File: src/rtl/core/slcrd_pkg.sv
package slcrd_pkg;

  localparam int unsigned ClassW  = 4;
  localparam int unsigned ColW    = 8;
  localparam int unsigned LineW   = 8;
  localparam int unsigned GapW    = 4;
  localparam int unsigned WidthW  = 9;
  localparam int unsigned CfgIdxW = 2;
  localparam int unsigned CfgDataW = 9;

  localparam int unsigned InDataW  = 24;
  localparam int unsigned OutDataW = 48;

  localparam int unsigned FifoDepthDefault = 4;

  localparam logic [CfgIdxW-1:0] CfgTargetClass = 2'd0;
  localparam logic [CfgIdxW-1:0] CfgRunGap      = 2'd1;
  localparam logic [CfgIdxW-1:0] CfgMinWidth    = 2'd2;

  localparam logic [ClassW-1:0] TargetClassRst = 4'd0;
  localparam logic [GapW-1:0]   RunGapRst      = 4'd4;
  localparam logic [WidthW-1:0] MinWidthRst    = 9'd15;

  typedef struct packed {
    logic             is_target;
    logic [ColW-1:0]  column;
    logic [LineW-1:0] line_index;
    logic             line_end;
    logic             frame_end;
  } pix_t;

  typedef struct packed {
    logic [GapW-1:0]   run_gap;
    logic [WidthW-1:0] min_width;
  } cfg_t;

  typedef struct packed {
    logic full;
  } fifo_stat_t;

endpackage

File: src/rtl/core/scan_line_color_run_detector_unit.sv
// Throughput: one pixel per cycle, sustained while the result side keeps up.
// A frame_end pixel's result passes through the pixel queue and then the result
//   register before it shows on m_axis; pixels queued ahead of it go first.
// The queue (FIFO_DEPTH entries) absorbs result-side stalls.
// Reset (rst_ni, async, active low) clears the queue, line and frame state
//   and loads the default register values; no clearing pass is needed.
module scan_line_color_run_detector_unit #(
  parameter int unsigned FIFO_DEPTH = slcrd_pkg::FifoDepthDefault
) (
  input  logic                               clk_i,
  input  logic                               rst_ni,
  input  logic                               cfg_valid_i,
  output logic                               cfg_ready_o,
  input  logic [slcrd_pkg::CfgIdxW-1:0]      cfg_index_i,
  input  logic [slcrd_pkg::CfgDataW-1:0]     cfg_data_i,
  input  logic                               s_axis_tvalid,
  output logic                               s_axis_tready,
  // [3:0] pixel_class, [11:4] column, [19:12] line_index, [23:20] zero
  input  logic [slcrd_pkg::InDataW-1:0]      s_axis_tdata,
  input  logic                               s_axis_tlast,  // line_end
  input  logic                               s_axis_tuser,  // frame_end
  output logic                               m_axis_tvalid,
  input  logic                               m_axis_tready,
  // [7:0] best_left, [15:8] best_right, [24:16] best_width,
  // [32:25] best_center, [40:33] best_line, [47:41] zero
  output logic [slcrd_pkg::OutDataW-1:0]     m_axis_tdata,
  output logic                               m_axis_tuser   // found
);

  slcrd_pkg::fifo_stat_t          fifo_stat;
  slcrd_pkg::pix_t                push_item, head;
  slcrd_pkg::cfg_t                cfg;
  logic                           push, pop, head_valid;
  logic [$clog2(FIFO_DEPTH+1)-1:0] fifo_count;

  slcrd_front u_front (
    .clk_i,
    .rst_ni,
    .cfg_valid_i,
    .cfg_ready_o,
    .cfg_index_i,
    .cfg_data_i,
    .s_axis_tvalid,
    .s_axis_tready,
    .s_axis_tdata,
    .s_axis_tlast,
    .s_axis_tuser,
    .fifo_stat_i (fifo_stat),
    .push_o      (push),
    .item_o      (push_item),
    .cfg_o       (cfg)
  );

  slcrd_fifo #(
    .DEPTH (FIFO_DEPTH)
  ) u_fifo (
    .clk_i,
    .rst_ni,
    .push_i       (push),
    .item_i       (push_item),
    .pop_i        (pop),
    .head_o       (head),
    .head_valid_o (head_valid),
    .stat_o       (fifo_stat),
    .count_o      (fifo_count)
  );

  slcrd_back u_back (
    .clk_i,
    .rst_ni,
    .cfg_i         (cfg),
    .head_i        (head),
    .head_valid_i  (head_valid),
    .pop_o         (pop),
    .m_axis_tvalid,
    .m_axis_tready,
    .m_axis_tdata,
    .m_axis_tuser
  );

`ifndef SYNTHESIS
  a_result_from_frame_end: assert property (@(posedge clk_i) disable iff (!rst_ni)
    $rose(m_axis_tvalid) |-> $past(pop && head.frame_end))
    else $error("result raised without a frame_end pixel leaving the queue");

  a_no_result_overwrite: assert property (@(posedge clk_i) disable iff (!rst_ni)
    (pop && head.frame_end) |-> (!m_axis_tvalid || m_axis_tready))
    else $error("pending result overwritten");

  a_queue_count: assert property (@(posedge clk_i) disable iff (!rst_ni)
    (push && !pop) |=> (fifo_count == $past(fifo_count) + 1'b1))
    else $error("queue count lost a transfer");
`endif

endmodule

File: src/rtl/core/slcrd_front.sv
module slcrd_front (
  input  logic                                clk_i,
  input  logic                                rst_ni,
  input  logic                                cfg_valid_i,
  output logic                                cfg_ready_o,
  input  logic [slcrd_pkg::CfgIdxW-1:0]       cfg_index_i,
  input  logic [slcrd_pkg::CfgDataW-1:0]      cfg_data_i,
  input  logic                                s_axis_tvalid,
  output logic                                s_axis_tready,
  input  logic [slcrd_pkg::InDataW-1:0]       s_axis_tdata,
  input  logic                                s_axis_tlast,
  input  logic                                s_axis_tuser,
  input  slcrd_pkg::fifo_stat_t               fifo_stat_i,
  output logic                                push_o,
  output slcrd_pkg::pix_t                     item_o,
  output slcrd_pkg::cfg_t                     cfg_o
);

  logic [slcrd_pkg::ClassW-1:0] target_class_q;
  logic [slcrd_pkg::GapW-1:0]   run_gap_q;
  logic [slcrd_pkg::WidthW-1:0] min_width_q;

  assign cfg_ready_o = 1'b1;

  always_ff @(posedge clk_i or negedge rst_ni) begin
    if (!rst_ni) begin
      target_class_q <= slcrd_pkg::TargetClassRst;
      run_gap_q      <= slcrd_pkg::RunGapRst;
      min_width_q    <= slcrd_pkg::MinWidthRst;
    end else if (cfg_valid_i) begin
      case (cfg_index_i)
        slcrd_pkg::CfgTargetClass: target_class_q <= cfg_data_i[slcrd_pkg::ClassW-1:0];
        slcrd_pkg::CfgRunGap:      run_gap_q      <= cfg_data_i[slcrd_pkg::GapW-1:0];
        slcrd_pkg::CfgMinWidth:    min_width_q    <= cfg_data_i[slcrd_pkg::WidthW-1:0];
        default: ;
      endcase
    end
  end

  assign s_axis_tready = !fifo_stat_i.full;
  assign push_o        = s_axis_tvalid && s_axis_tready;

  assign item_o.is_target  = (s_axis_tdata[3:0] == target_class_q);
  assign item_o.column     = s_axis_tdata[11:4];
  assign item_o.line_index = s_axis_tdata[19:12];
  assign item_o.line_end   = s_axis_tlast;
  assign item_o.frame_end  = s_axis_tuser;

  assign cfg_o.run_gap   = run_gap_q;
  assign cfg_o.min_width = min_width_q;

endmodule

File: src/rtl/core/slcrd_fifo.sv
module slcrd_fifo #(
  parameter int unsigned DEPTH = slcrd_pkg::FifoDepthDefault
) (
  input  logic                  clk_i,
  input  logic                  rst_ni,
  input  logic                  push_i,
  input  slcrd_pkg::pix_t       item_i,
  input  logic                  pop_i,
  output slcrd_pkg::pix_t       head_o,
  output logic                  head_valid_o,
  output slcrd_pkg::fifo_stat_t stat_o,
  output logic [$clog2(DEPTH+1)-1:0] count_o
);

  localparam int unsigned PtrW = (DEPTH > 1) ? $clog2(DEPTH) : 1;
  localparam int unsigned CntW = $clog2(DEPTH+1);
  localparam logic [PtrW-1:0] LastPtr = PtrW'(DEPTH-1);
  localparam logic [CntW-1:0] FullCnt = CntW'(DEPTH);

  slcrd_pkg::pix_t mem_q [DEPTH];
  logic [PtrW-1:0] wr_ptr_q, rd_ptr_q;
  logic [CntW-1:0] count_q;

  always_ff @(posedge clk_i) begin
    if (push_i) begin
      mem_q[wr_ptr_q] <= item_i;
    end
  end

  always_ff @(posedge clk_i or negedge rst_ni) begin
    if (!rst_ni) begin
      wr_ptr_q <= '0;
      rd_ptr_q <= '0;
      count_q  <= '0;
    end else begin
      if (push_i) begin
        wr_ptr_q <= (wr_ptr_q == LastPtr) ? '0 : wr_ptr_q + 1'b1;
      end
      if (pop_i) begin
        rd_ptr_q <= (rd_ptr_q == LastPtr) ? '0 : rd_ptr_q + 1'b1;
      end
      case ({push_i, pop_i})
        2'b10:   count_q <= count_q + 1'b1;
        2'b01:   count_q <= count_q - 1'b1;
        default: count_q <= count_q;
      endcase
    end
  end

  assign head_o       = mem_q[rd_ptr_q];
  assign head_valid_o = (count_q != '0);
  assign stat_o.full  = (count_q == FullCnt);
  assign count_o      = count_q;

endmodule

File: src/rtl/core/slcrd_back.sv
module slcrd_back (
  input  logic                            clk_i,
  input  logic                            rst_ni,
  input  slcrd_pkg::cfg_t                 cfg_i,
  input  slcrd_pkg::pix_t                 head_i,
  input  logic                            head_valid_i,
  output logic                            pop_o,
  output logic                            m_axis_tvalid,
  input  logic                            m_axis_tready,
  output logic [slcrd_pkg::OutDataW-1:0]  m_axis_tdata,
  output logic                            m_axis_tuser
);

  localparam logic [1:0] MODE_SEEK = 2'd0;
  localparam logic [1:0] MODE_RUN  = 2'd1;
  localparam logic [1:0] MODE_DONE = 2'd2;

  localparam int unsigned ColW = slcrd_pkg::ColW;
  localparam int unsigned WW   = slcrd_pkg::WidthW;
  localparam int unsigned GW   = slcrd_pkg::GapW;

  logic [1:0]           mode_q, mode_d;
  logic [GW-1:0]        gap_q, gap_d;
  logic [ColW-1:0]      left_q, left_d, right_q, right_d;
  logic [WW-1:0]        max_width_q, max_width_d;
  logic [ColW-1:0]      max_left_q, max_left_d, max_right_q, max_right_d;
  logic [ColW-1:0]      max_line_q, max_line_d;

  logic                 out_valid_q;
  logic [WW-1:0]        out_width_q;
  logic [ColW-1:0]      out_left_q, out_right_q, out_line_q;

  logic [GW:0]          gap_next;
  logic                 gap_over;
  logic [1:0]           mode_s;
  logic [GW-1:0]        gap_s;
  logic [ColW-1:0]      left_s, right_s;
  logic [WW-1:0]        line_width;
  logic                 wider;
  logic                 close;
  logic [ColW:0]        center_sum;

  assign pop_o = head_valid_i &&
                 (!head_i.frame_end || !out_valid_q || m_axis_tready);

  assign gap_next = {1'b0, gap_q} + 1'b1;
  assign gap_over = (gap_next > {1'b0, cfg_i.run_gap});

  always_comb begin
    mode_s  = mode_q;
    gap_s   = gap_q;
    left_s  = left_q;
    right_s = right_q;
    if (head_i.is_target) begin
      if (mode_q == MODE_SEEK) begin
        if (gap_over) begin
          left_s  = (head_i.column >= {{(ColW-GW){1'b0}}, cfg_i.run_gap}) ?
                    head_i.column - {{(ColW-GW){1'b0}}, cfg_i.run_gap} : '0;
          right_s = head_i.column;
          gap_s   = '0;
          mode_s  = MODE_RUN;
        end else begin
          gap_s = gap_next[GW-1:0];
        end
      end else if (mode_q == MODE_RUN) begin
        right_s = head_i.column;
        gap_s   = '0;
      end
    end else begin
      if (mode_q == MODE_SEEK) begin
        gap_s = '0;
      end else if (mode_q == MODE_RUN) begin
        if (gap_over) begin
          mode_s = MODE_DONE;
          gap_s  = '0;
        end else begin
          gap_s = gap_next[GW-1:0];
        end
      end
    end
  end

  always_comb begin
    line_width = '0;
    if (mode_s != MODE_SEEK && right_s >= left_s) begin
      line_width = {1'b0, right_s} - {1'b0, left_s} + 1'b1;
    end
  end

  assign close = head_i.line_end || head_i.frame_end;
  assign wider = close && (line_width > max_width_q);

  always_comb begin
    mode_d      = mode_s;
    gap_d       = gap_s;
    left_d      = left_s;
    right_d     = right_s;
    max_width_d = max_width_q;
    max_left_d  = max_left_q;
    max_right_d = max_right_q;
    max_line_d  = max_line_q;
    if (wider) begin
      max_width_d = line_width;
      max_left_d  = left_s;
      max_right_d = right_s;
      max_line_d  = head_i.line_index;
    end
    if (close) begin
      mode_d  = MODE_SEEK;
      gap_d   = '0;
      left_d  = '0;
      right_d = '0;
    end
  end

  always_ff @(posedge clk_i or negedge rst_ni) begin
    if (!rst_ni) begin
      mode_q      <= MODE_SEEK;
      gap_q       <= '0;
      left_q      <= '0;
      right_q     <= '0;
      max_width_q <= '0;
      max_left_q  <= '0;
      max_right_q <= '0;
      max_line_q  <= '0;
    end else if (pop_o) begin
      mode_q  <= mode_d;
      gap_q   <= gap_d;
      left_q  <= left_d;
      right_q <= right_d;
      if (head_i.frame_end) begin
        max_width_q <= '0;
        max_left_q  <= '0;
        max_right_q <= '0;
        max_line_q  <= '0;
      end else begin
        max_width_q <= max_width_d;
        max_left_q  <= max_left_d;
        max_right_q <= max_right_d;
        max_line_q  <= max_line_d;
      end
    end
  end

  always_ff @(posedge clk_i or negedge rst_ni) begin
    if (!rst_ni) begin
      out_valid_q <= 1'b0;
    end else if (pop_o && head_i.frame_end) begin
      out_valid_q <= 1'b1;
    end else if (m_axis_tready) begin
      out_valid_q <= 1'b0;
    end
  end

  always_ff @(posedge clk_i) begin
    if (pop_o && head_i.frame_end) begin
      out_width_q <= max_width_d;
      out_left_q  <= max_left_d;
      out_right_q <= max_right_d;
      out_line_q  <= max_line_d;
    end
  end

  assign center_sum = {1'b0, out_left_q} + {1'b0, out_right_q};

  assign m_axis_tvalid = out_valid_q;
  assign m_axis_tuser  = (out_width_q > cfg_i.min_width);
  assign m_axis_tdata  = {7'd0, out_line_q, center_sum[ColW:1], out_width_q,
                          out_right_q, out_left_q};

endmodule

File: config.mk
export PLATFORM = sky130hd
export DESIGN_NAME = scan_line_color_run_detector_unit
export DESIGN_NICKNAME = d
export VERILOG_FILES = /design/src/rtl/core/slcrd_pkg.sv /design/src/rtl/core/scan_line_color_run_detector_unit.sv /design/src/rtl/core/slcrd_front.sv /design/src/rtl/core/slcrd_fifo.sv /design/src/rtl/core/slcrd_back.sv
export SDC_FILE = /design/constraint.sdc
export NUM_CORES = 1
export LEC_CHECK = 0
export BUFFER_PORTS_ARGS = -buffer_cell sky130_fd_sc_hd__buf_2
export CAP_MARGIN = 15
export CORE_AREA = 4 4 131 133
export DETAILED_ROUTE_END_ITERATION = 8
export DIE_AREA = 0 0 135 137
export PLACE_DENSITY = 0.82
export SYNTH_ARGS = -nofsm -noshare
export SYNTH_HDL_FRONTEND = slang
export SYNTH_SLANG_ARGS = --single-unit
File: constraint.sdc
create_clock -name clk_i -period 7.7 [get_ports clk_i]
set_clock_uncertainty 0.05 [all_clocks]
set_input_delay 1.155 -clock clk_i [delete_from_list [all_inputs] [get_ports clk_i]]
set_output_delay 1.155 -clock clk_i [all_outputs]
set_load 0.01 [all_outputs]
==> summary.txt, run 1 <==
Placed design
  • Placed Instances: 989
  • Global placement routability congestion: 0.936
  • DP Area: 9920 um2
  • IO Port Bufs: 81
  • Placed wire-length estimate: 13700 um
  • Pre-CTS setup slack: 0.850 ns

Yosys
  • Synthesized cell area: 9310 um2
  • Ys async rst share: 42.3%
  • Syn avg cell area: 13.2 um2
  • Top-area cell type share of the netlist area: 35.1%
  • Synth area leaders: edfxtp_1 (35%), dfrtp_1 (20%), ha_1 (7.5%)
  • Main flop type after synthesis: edfxtp_1
  • Sequential area share after synthesis: 56.7%
  • Synthesis Warnings: 0
  • Post-synth EDFFs: 109
  • Synthesized instance count: 707
  • Post-synth cell types: 65
  • Synth Register Bits: 189
  • Cell accounting for the most synthesized area: edfxtp_1

Die
  • Initial Util: 58.8%
  • Die width: 135 um
  • Core area: 15800 um2
  • Die footprint: 18500 um2
  • Io pins: 94
  • Die height: 137 um
  • Row count: 46

Clock network
  • Setup repair bufs after CTS: 0
  • Clock slew at reported path FFs: 0.07 ns
  • CTS tree: yes
  • Hold buffer count at CTS: 0
  • CTS resizes: 0
  • Clk_lat worst skew: 0.44 ns
  • Clk root buf: clkbuf_16
  • Clk sinks: 189
  • Clk buf depth: 2
  • Num CTS Buffers: 17
  • H-Tree Depth: 4

Timing
  • Min Tclk post-route: 6.99 ns
  • Setup WS post-layout: 0.712 ns
  • Worst relative slew slack: 30.4%
  • Fin crit share: 90.8%
  • Least-Margin Pin Slew: 1.04 ns
  • Fmax: 143 MHz
  • Fin. max-slew vios: 0
  • Final Hold Vio Count: 0
  • RSZ-0062 raised after global routing: false
  • Setup_tns: 0 ns
  • Final setup viols: 0

Worst setup path
  • Crit path buf inv count: 4
  • CP top delay family: compound AO/OA/AOI/OAI gates
  • Critical-path top delay cell: nor3_2
  • Critical path data required time: 8.02 ns
  • Worst Path Max Fanout: 11
  • Crit end category: register
  • Crit path largest cell delay: 0.55 ns
  • Kind of critical path: register to register
  • Crit path from: u_back.gap_q[0]
  • Most Frequent Cell on Critical Path: ha_1
  • CP Launch Type: register
  • Reg-to-reg startpoint: u_back.gap_q[0]
  • Critical path arrival: 7.31 ns

Drt
  • Post-detailed-route count of antenna-violating nets: 0
  • WL final: 19000 um
  • Vias post-DR: 6007
  • # DRC: 0
  • DR WL/cell: 18.6 um
  • DR iter-0 viols: 403
  • Vias/cell: 5.88
  • Drt pass-1 iters: 7

Global route
  • First-pass GRT wire length: 31300 um
  • Gr ovfl total: 0
  • Antenna violations before repair: 0
  • GRT Total Usage: 21.9%
  • Vias in the first global route: 6314
  • Largest net degree at the start of global routing: 81

Run
  • Max-cap violations: 0

Cells and area
  • Ant. Diodes: 0
  • Synth-to-layout area growth: 12.9%
  • Fin area: 10500 um2
  • Final std cells w/o fill: 1021
  • Nets: 897
  • Share of layout cells above drive strength 1: 24.2%

Status
  • Status: finished clean

Hold path
  • Worst hold path type: register to register
  • Hold Path Origin: u_back.left_q[6]
## final timing paths
path,endpoint,slack (ns),depth (start not counted)
min reg2reg,u_back.left_q[6],0.44,2
min,u_back.left_q[6],0.44,2
max reg2reg,u_back.max_width_q[0],0.71,26
min in group asynchronous,u_back.max_right_q[2],0.85,1
max,u_back.max_width_q[0],0.71,26
max in group asynchronous,u_back.right_q[3],6.07,1
## cells in the final DEF (no fill, tap or decap), drive strengths merged, types with 6 or more instances in the layout
cell and instances:
xor2 12, o31ai 9, buf 89, xnor2 10, o21a 8, fa 7
and2 6, a21oi 22, nor2b 7, a22o 23, o21ai 35, inv 53
edfxtp 109, mux2 31, a21o 9, clkbuf 20, dfrtp 75, nor3 9
o2bb2ai 10, mux4 19, nand2b 6, conb 8, nor4 6, nor2 24
ha 56, nand2 71
## final cells by class
class / count / area (um2)
tap: 216 / 270
clock inverter: 12 / 148
clock buffer: 20 / 447
multi-input combinational: 450 / 3730
fill: 1096 / 5310
timing repair buffer: 89 / 468
inverter: 45 / 169
sequential: 189 / 5280
## Yosys cell counts, types with 5 or more instances
cell type / n
a21o_1: 9
a21oi_1: 17
a21oi_2: 5
a22o_1: 23
a32o_1: 5
and2_1: 6
buf_2: 5
buf_4: 9
clkbuf_1: 12
dfrtp_1: 75
dfstp_2: 5
edfxtp_1: 109
fa_1: 7
ha_1: 56
inv_1: 44
mux2_2: 31
mux4_2: 17
nand2_1: 71
nand2b_1: 6
nor2_1: 24
nor2b_1: 7
nor3_1: 8
o21a_1: 8
o21ai_0: 32
o2bb2ai_1: 9
o31ai_1: 9
o32ai_1: 5
xnor2_1: 10
xor2_1: 12
## metrics by stage
| stage | hold WS [ns] | utilization, % |
|---|---|---|
| 5_1_grt | 0.453 | 66.4 |
| 3_5_place_dp | 0.423 | 62.7 |
| 3_3_place_gp | 0.414 | 62.7 |
| 2_1_floorplan | 0.398 | - |
| 6_report | 0.438 | 66.4 |
| 4_1_cts | 0.438 | 66.4 |
## worst register-to-register path, delay by kind of cell, from the launching register on
kind / cells / cell delay (ns)
DFF: 1 / 0.44
muxes: 1 / 0.48
adders and majority gates: 6 / 1.77
buffers and inverters: 4 / 0.52
AOI/OAI and AO/OA: 8 / 1.96
and+or+nand+nor: 6 / 1.40
xor gates and xnor gates: 1 / 0.31
## logic make-up after synthesis
| group | Yosys count | share of synthesized area [%] |
|---|---|---|
| flops | 189 | 56.7 |
| simple gates | 152 | 7.94 |
| compound gates | 151 | 11.8 |
| buf+inv | 74 | 3.49 |
| fa+ha+maj | 63 | 9.03 |
| mux | 54 | 8.89 |
| xor+xnor | 22 | 2.07 |
| other cells | 2 | 0.0806 |
## registers in the layout, indices dropped and copies added, names as in the netlist, 9 cells and up
register             count
u_back.out_width_q       9
u_fifo.mem_q            76
u_back.max_width_q       9
u_front.min_width_q      9
## per-layer routing
metal / global-route usage (%) / up-vias / share of wire [%]
met1: 27.8 / 2984 / 41
li1: - / 2799 / -
met3: 4.08 / 35 / 5.2
met2: 37.8 / 189 / 51
met4: 8.17 / 0 / 2.3
met5: 0 / - / 0
Power of run 1 is left out: the tool's default activity adds up to more than one toggle a clock period on the data nets, which glitch-free logic cannot reach.
==> run 2: changes to the inputs <==
- CORE_AREA: 4 4 131 133 -> 4 4 118 148
- DIE_AREA: 0 0 135 137 -> 0 0 122 152
==> summary.txt, run 2 (synthesis results as in run 1) <==
Clock network
  • CTS resizes: 0 (unchanged)
  • CTS tree: yes (unchanged)
  • Clk root buf: clkbuf_16 (unchanged)
  • Clk_lat worst skew: 0.43 ns (was 0.44 ns)
  • Hold buffer count at CTS: 0 (unchanged)
  • Clk buf depth: 2 (unchanged)
  • Clock slew at reported path FFs: 0.06 ns (was 0.07 ns)
  • H-Tree Depth: 4 (unchanged)
  • Num CTS Buffers: 17 (unchanged)
  • Clk sinks: 189 (unchanged)
  • Setup repair bufs after CTS: 0 (unchanged)

Global route
  • GRT Total Usage: 21.4% (was 21.9%)
  • Vias in the first global route: 6112 (was 6314)
  • First-pass GRT wire length: 30900 um (was 31300 um)
  • Gr ovfl total: 0 (unchanged)
  • Antenna violations before repair: 0 (unchanged)
  • Largest net degree at the start of global routing: 81 (unchanged)

Drt
  • Vias/cell: 5.81 (was 5.88)
  • Vias post-DR: 5929 (was 6007)
  • DR iter-0 viols: 403 (unchanged)
  • Drt pass-1 iters: 6 (was 7)
  • # DRC: 0 (unchanged)
  • DR WL/cell: 18.6 um (about the same)
  • Post-detailed-route count of antenna-violating nets: 0 (unchanged)
  • WL final: 19000 um (about the same)

Timing
  • Min Tclk post-route: 6.97 ns (was 6.99 ns)
  • RSZ-0062 raised after global routing: false (unchanged)
  • Fin. max-slew vios: 0 (unchanged)
  • Fmax: 143 MHz (about the same)
  • Final setup viols: 0 (unchanged)
  • Setup_tns: 0 ns (unchanged)
  • Worst relative slew slack: 30.4% (about the same)
  • Fin crit share: 90.5% (was 90.8%)
  • Least-Margin Pin Slew: 1.04 ns (about the same)
  • Final Hold Vio Count: 0 (unchanged)

Worst setup path
  • Crit path buf inv count: 2 (was 4)
  • CP top delay family: compound AO/OA/AOI/OAI gates (unchanged)
  • Critical-path top delay cell: dfrtp_1 (was nor3_2)
  • Kind of critical path: register to register (unchanged)
  • Worst Path Max Fanout: 20 (was 11)
  • Crit path largest cell delay: 0.73 ns (was 0.55 ns)
  • Most Frequent Cell on Critical Path: ha_1 (unchanged)
  • Worst-path cell chain: mux4_2, ha_1, nor2b_1, o21a_1, nor4_4, nor3_1, a21oi_2, inv_1, ha_1, nand2b_1, a21oi_1, o21ai_0, a41oi_1, a21oi_1, and2_1, ha_1, a211oi_1, a31oi_1, o21ai_2, a21o_1, buf_4, o2bb2ai_1
  • Critical path arrival: 7.26 ns (was 7.31 ns)
  • CP Launch Type: register (unchanged)
  • Crit end category: register (unchanged)
  • R2R Setup Slk: 0.73 ns (was 0.71 ns)
  • Critical path data required time: 7.99 ns (was 8.02 ns)

Die
  • Die width: 122 um (was 135 um)
  • Core area: 16100 um2 (was 15800 um2)
  • Row count: 52 (was 46)
  • Io pins: 94 (unchanged)
  • Die footprint: 18500 um2 (about the same)
  • Die height: 152 um (was 137 um)
  • Initial Util: 58.0% (was 58.8%)

Hold path
  • Worst hold path type: register to register (unchanged)

Cells and area
  • Commonest non-fill, non-tap cell in the layout: edfxtp_1 (unchanged)
  • Ant. Diodes: 0 (unchanged)
  • Share of layout cells above drive strength 1: 24.1% (was 24.2%)
  • Most flops, register: u_fifo.mem_q (unchanged)
  • Synth-to-layout area growth: 12.8% (was 12.9%)
  • Number of flip-flops in the largest register: 76 (unchanged)
  • Commonest cells after routing, fill and taps aside: edfxtp_1 (109), buf_2 (80), dfrtp_1 (75) (unchanged)
  • Final core utilization: 65.4% (was 66.4%)
  • Nets: 897 (unchanged)
  • Fin area: 10500 um2 (about the same)
  • Final std cells w/o fill: 1021 (unchanged)

Placed design
  • IO Port Bufs: 81 (unchanged)
  • Placed Instances: 989 (unchanged)
  • Global placement routability congestion: 0.899 (was 0.936)
  • DP Area: 9920 um2 (unchanged)
  • Placed wire-length estimate: 13800 um (was 13700 um)

Status
  • Status: finished clean (unchanged)

Run
  • Max-cap violations: 0 (unchanged)
## run 2: cell types whose count changed in the layout (fill, tap and decap cells not counted)
cell | previous run | this run
inv_6 | 6 | 0
clkbuf_8 | 1 | 3
clkinv_4 | 0 | 2
clkinvlp_4 | 1 | 3
inv_8 | 2 | 0
bufinv_16 | 2 | 1
clkbuf_1 | 2 | 3
clkbuf_16 | 17 | 18
inv_4 | 0 | 1
## run 2: path summary, 6_finish.rpt
| kind | start | end | cells past startpoint |
|---|---|---|---|
| min in group asynchronous | rst_ni | u_back.max_width_q[3] | 1 |
| worst max-delay path | u_fifo.rd_ptr_q[0] | u_back.max_right_q[1] | 22 |
| worst max register to register | u_fifo.rd_ptr_q[0] | u_back.max_right_q[1] | 22 |
| max in group asynchronous | rst_ni | u_back.right_q[2] | 1 |
| worst min register to register | u_back.left_q[5] | u_back.left_q[5] | 2 |
| worst min-delay path | u_back.left_q[5] | u_back.left_q[5] | 2 |
## run 2: metrics by stage
stage	hold WS, ns	setup slack (ns)
2_1_floorplan	0.398	1.62
3_3_place_gp	0.414	0.820
3_5_place_dp	0.421	0.687
4_1_cts	0.435	0.670
5_1_grt	0.454	0.166
6_report	0.435	0.728
## run 2: final cells by class
cell class / instances / area (um2)
flip-flops and latches: 189 / 5280
multi-input cells: 450 / 3730
clock buffers: 24 / 503
well taps: 216 / 270
inverters: 45 / 169
clock inverters: 8 / 81.3
fillers: 1163 / 5560
repair buffers: 89 / 468
## run 2: tightest hold or removal path, delay by kind of cell, from the launching register on
kind / cells / cell delay [ns]
flip-flops: 1 / 0.35
AND/OR/NAND/NOR: 1 / 0.05
AO/OA/AOI/OAI: 1 / 0.05
## run 2: per-layer routing
layer	track usage, %	part of all wire [%]	up-vias
li1	-	-	2792
met1	26.9	41	2920
met2	37.3	52	182
met3	3.35	4.1	35
met4	7.85	2.3	0
met5	0	0	-
Power of run 2 is left out for the same reason.
==> run 3: changes to the inputs <==
- ABC_CLOCK_PERIOD_IN_PS: unset -> 7700
- CELL_PAD_IN_SITES_DETAIL_PLACEMENT: unset -> 2
- CELL_PAD_IN_SITES_GLOBAL_PLACEMENT: unset -> 2
- CORE_AREA: 4 4 118 148 -> 4 4 140 176
- DIE_AREA: 0 0 122 152 -> 0 0 144 180
==> summary.txt, run 3 (synthesis results as in run 1) <==
Status
  • Status: finished clean (unchanged)

Clock network
  • Clk buf depth: 2 (unchanged)
  • Clk_lat worst skew: 0.44 ns (was 0.43 ns)
  • Num CTS Buffers: 17 (unchanged)
  • Clk sinks: 189 (unchanged)
  • H-Tree Depth: 4 (unchanged)
  • Hold buffer count at CTS: 0 (unchanged)
  • Clock slew at reported path FFs: 0.08 ns (was 0.06 ns)
  • Clk root buf: clkbuf_16 (unchanged)
  • CTS tree: yes (unchanged)

Worst setup path
  • Worst R2R End: u_back.max_width_q[4] (was u_back.max_right_q[1])
  • Crit end category: register (unchanged)
  • R2R Setup Slk: 0.51 ns (was 0.73 ns)
  • Worst Path Max Fanout: 20 (unchanged)
  • Kind of critical path: register to register (unchanged)
  • Critical path data required time: 8.02 ns (was 7.99 ns)
  • CP Launch Type: register (unchanged)
  • Crit path from: u_fifo.rd_ptr_q[0] (unchanged)
  • Reg-to-reg startpoint: u_fifo.rd_ptr_q[0] (unchanged)
  • Critical path arrival: 7.51 ns (was 7.26 ns)
  • FF-to-FF path depth: 23 (was 22)

Hold path
  • Hold EP: u_back.left_q[5] (unchanged)
  • Hold Path Stages: 2 (unchanged)
  • Worst hold path type: register to register (unchanged)
  • Hold Path Origin: u_back.left_q[5] (unchanged)

Cells and area
  • Nets: 904 (was 897)
  • Storage cell area: 5280 um2 (unchanged)
  • Ant. Diodes: 0 (unchanged)
  • Fill count: 2231 (was 1163)
  • Multi-input gate area: 3750 um2 (was 3730 um2)
  • Number of flip-flops in the largest register: 76 (unchanged)
  • Most flops, register: u_fifo.mem_q (unchanged)
  • Share of layout cells above drive strength 1: 25.2% (was 24.1%)
  • Commonest non-fill, non-tap cell in the layout: edfxtp_1 (unchanged)
  • Commonest cells after routing, fill and taps aside: edfxtp_1 (109), buf_2 (80), dfrtp_1 (75) (unchanged)
  • Synth-to-layout area growth: 15.2% (was 12.8%)

Timing
  • Least-Margin Pin Slew: 1.15 ns (was 1.04 ns)
  • Final Hold Vio Count: 0 (unchanged)
  • Fmax: 139 MHz (was 143 MHz)
  • Final setup viols: 0 (unchanged)
  • Fin. max-slew vios: 0 (unchanged)
  • RSZ-0062 raised after global routing: false (unchanged)
  • Min Tclk post-route: 7.19 ns (was 6.97 ns)
  • Setup_tns: 0 ns (unchanged)
  • Worst relative slew slack: 23.6% (was 30.4%)
  • Fin crit share: 93.3% (was 90.5%)

Die
  • Die footprint: 25900 um2 (was 18500 um2)
  • Io pins: 94 (unchanged)
  • Row count: 62 (was 52)
  • Die width: 144 um (was 122 um)
  • Die height: 180 um (was 152 um)
  • Initial Util: 40.7% (was 58.0%)
  • Core area: 22900 um2 (was 16100 um2)

Drt
  • Post-detailed-route count of antenna-violating nets: 0 (unchanged)
  • Drt pass-1 iters: 4 (was 6)
  • # DRC: 0 (unchanged)
  • DR WL/cell: 24.1 um (was 18.6 um)
  • Vias/cell: 5.64 (was 5.81)
  • Vias post-DR: 6205 (was 5929)
  • WL final: 26500 um (was 19000 um)
  • DR iter-0 viols: 250 (was 403)

Global route
  • Met3 Resource Use GR: 2.90% (was 3.35%)
  • Gr ovfl total: 0 (unchanged)
  • GRT Total Usage: 20.7% (was 21.4%)
  • Met2 Usage GRT: 38.4% (was 37.3%)
  • Largest net degree at the start of global routing: 81 (unchanged)
  • Vias in the first global route: 7125 (was 6112)
  • GRT met1 Usage: 23.7% (was 26.9%)
  • Antenna violations before repair: 0 (unchanged)
  • First-pass GRT wire length: 41200 um (was 30900 um)
  • GRT Max-Usage Layer: met2 (unchanged)

Placed design
  • Global placement routability congestion: 0.827 (was 0.899)
  • Placed wire-length estimate: 18600 um (was 13800 um)
  • IO Port Bufs: 81 (unchanged)

Run
  • Max-cap violations: 0 (unchanged)
==> run 3: critical path: stages, from the launching register on <==
cell	delay [ns]
dfrtp_1	0.72
mux4_2	0.65
ha_1	0.37
nor2b_1	0.17
o21a_1	0.24
nor4_4	0.36
nor3_1	0.12
a21oi_2	0.23
inv_1	0.08
ha_1	0.42
nand2b_1	0.21
a21oi_1	0.14
o21ai_0	0.16
a41oi_1	0.34
a21o_1	0.47
nor2_1	0.12
ha_1	0.32
o21a_1	0.21
o211ai_1	0.24
a31oi_1	0.13
o21ai_4	0.44
a21o_1	0.50
buf_12	0.23
a32o_1	0.17
==> run 3: how the worst max path moves through the flow <==
stage,to,slack (ns)
finish,u_back.max_width_q[4],0.51
global route,u_back.max_width_q[4],0.12
CTS,u_back.max_width_q[3],0.17
detailed placement,u_back.max_width_q[3],0.42
global placement,u_back.max_width_q[6],0.81
floorplan,u_back.out_right_q[2],1.62
==> run 3: metal layers <==
layer	part of all wire [%]	vias to the layer above	routed length, um
met5	0	-	0
met3	2.4	54	633
met4	3.0	0	805
met1	39	3228	10300
met2	56	129	14700
li1	-	2794	-
==> run 3: final cells by class <==
cell class	instances	area share [%]
clock buffers	17	3.97
flip-flops and latches	189	49.2
multi-input cells	450	35.0
well taps	288	3.36
clock inverters	15	1.73
repair buffers	96	5.16
inverters	45	1.57
==> run 3: what timing repair did <==
item                                    in CTS  in global routing
endpoints found under the setup margin       0                 38
resized for setup                            0                  3
buffers inserted                             0                  3
==> run 3: stage by stage <==
step                worst slack [ns]  cells  util (%)  hold slack, ns  cell area (um2)
floorplan                       1.62    713         -           0.398             9340
global placement               0.813   1064      43.9           0.412            10000
detailed placement             0.416   1064      43.9           0.424            10000
CTS                            0.168   1096      46.6           0.445            10700
global route                   0.116   1100      46.9           0.464            10700
finish                         0.514   1100      46.9           0.443            10700
Power of run 3 is left out for the same reason.
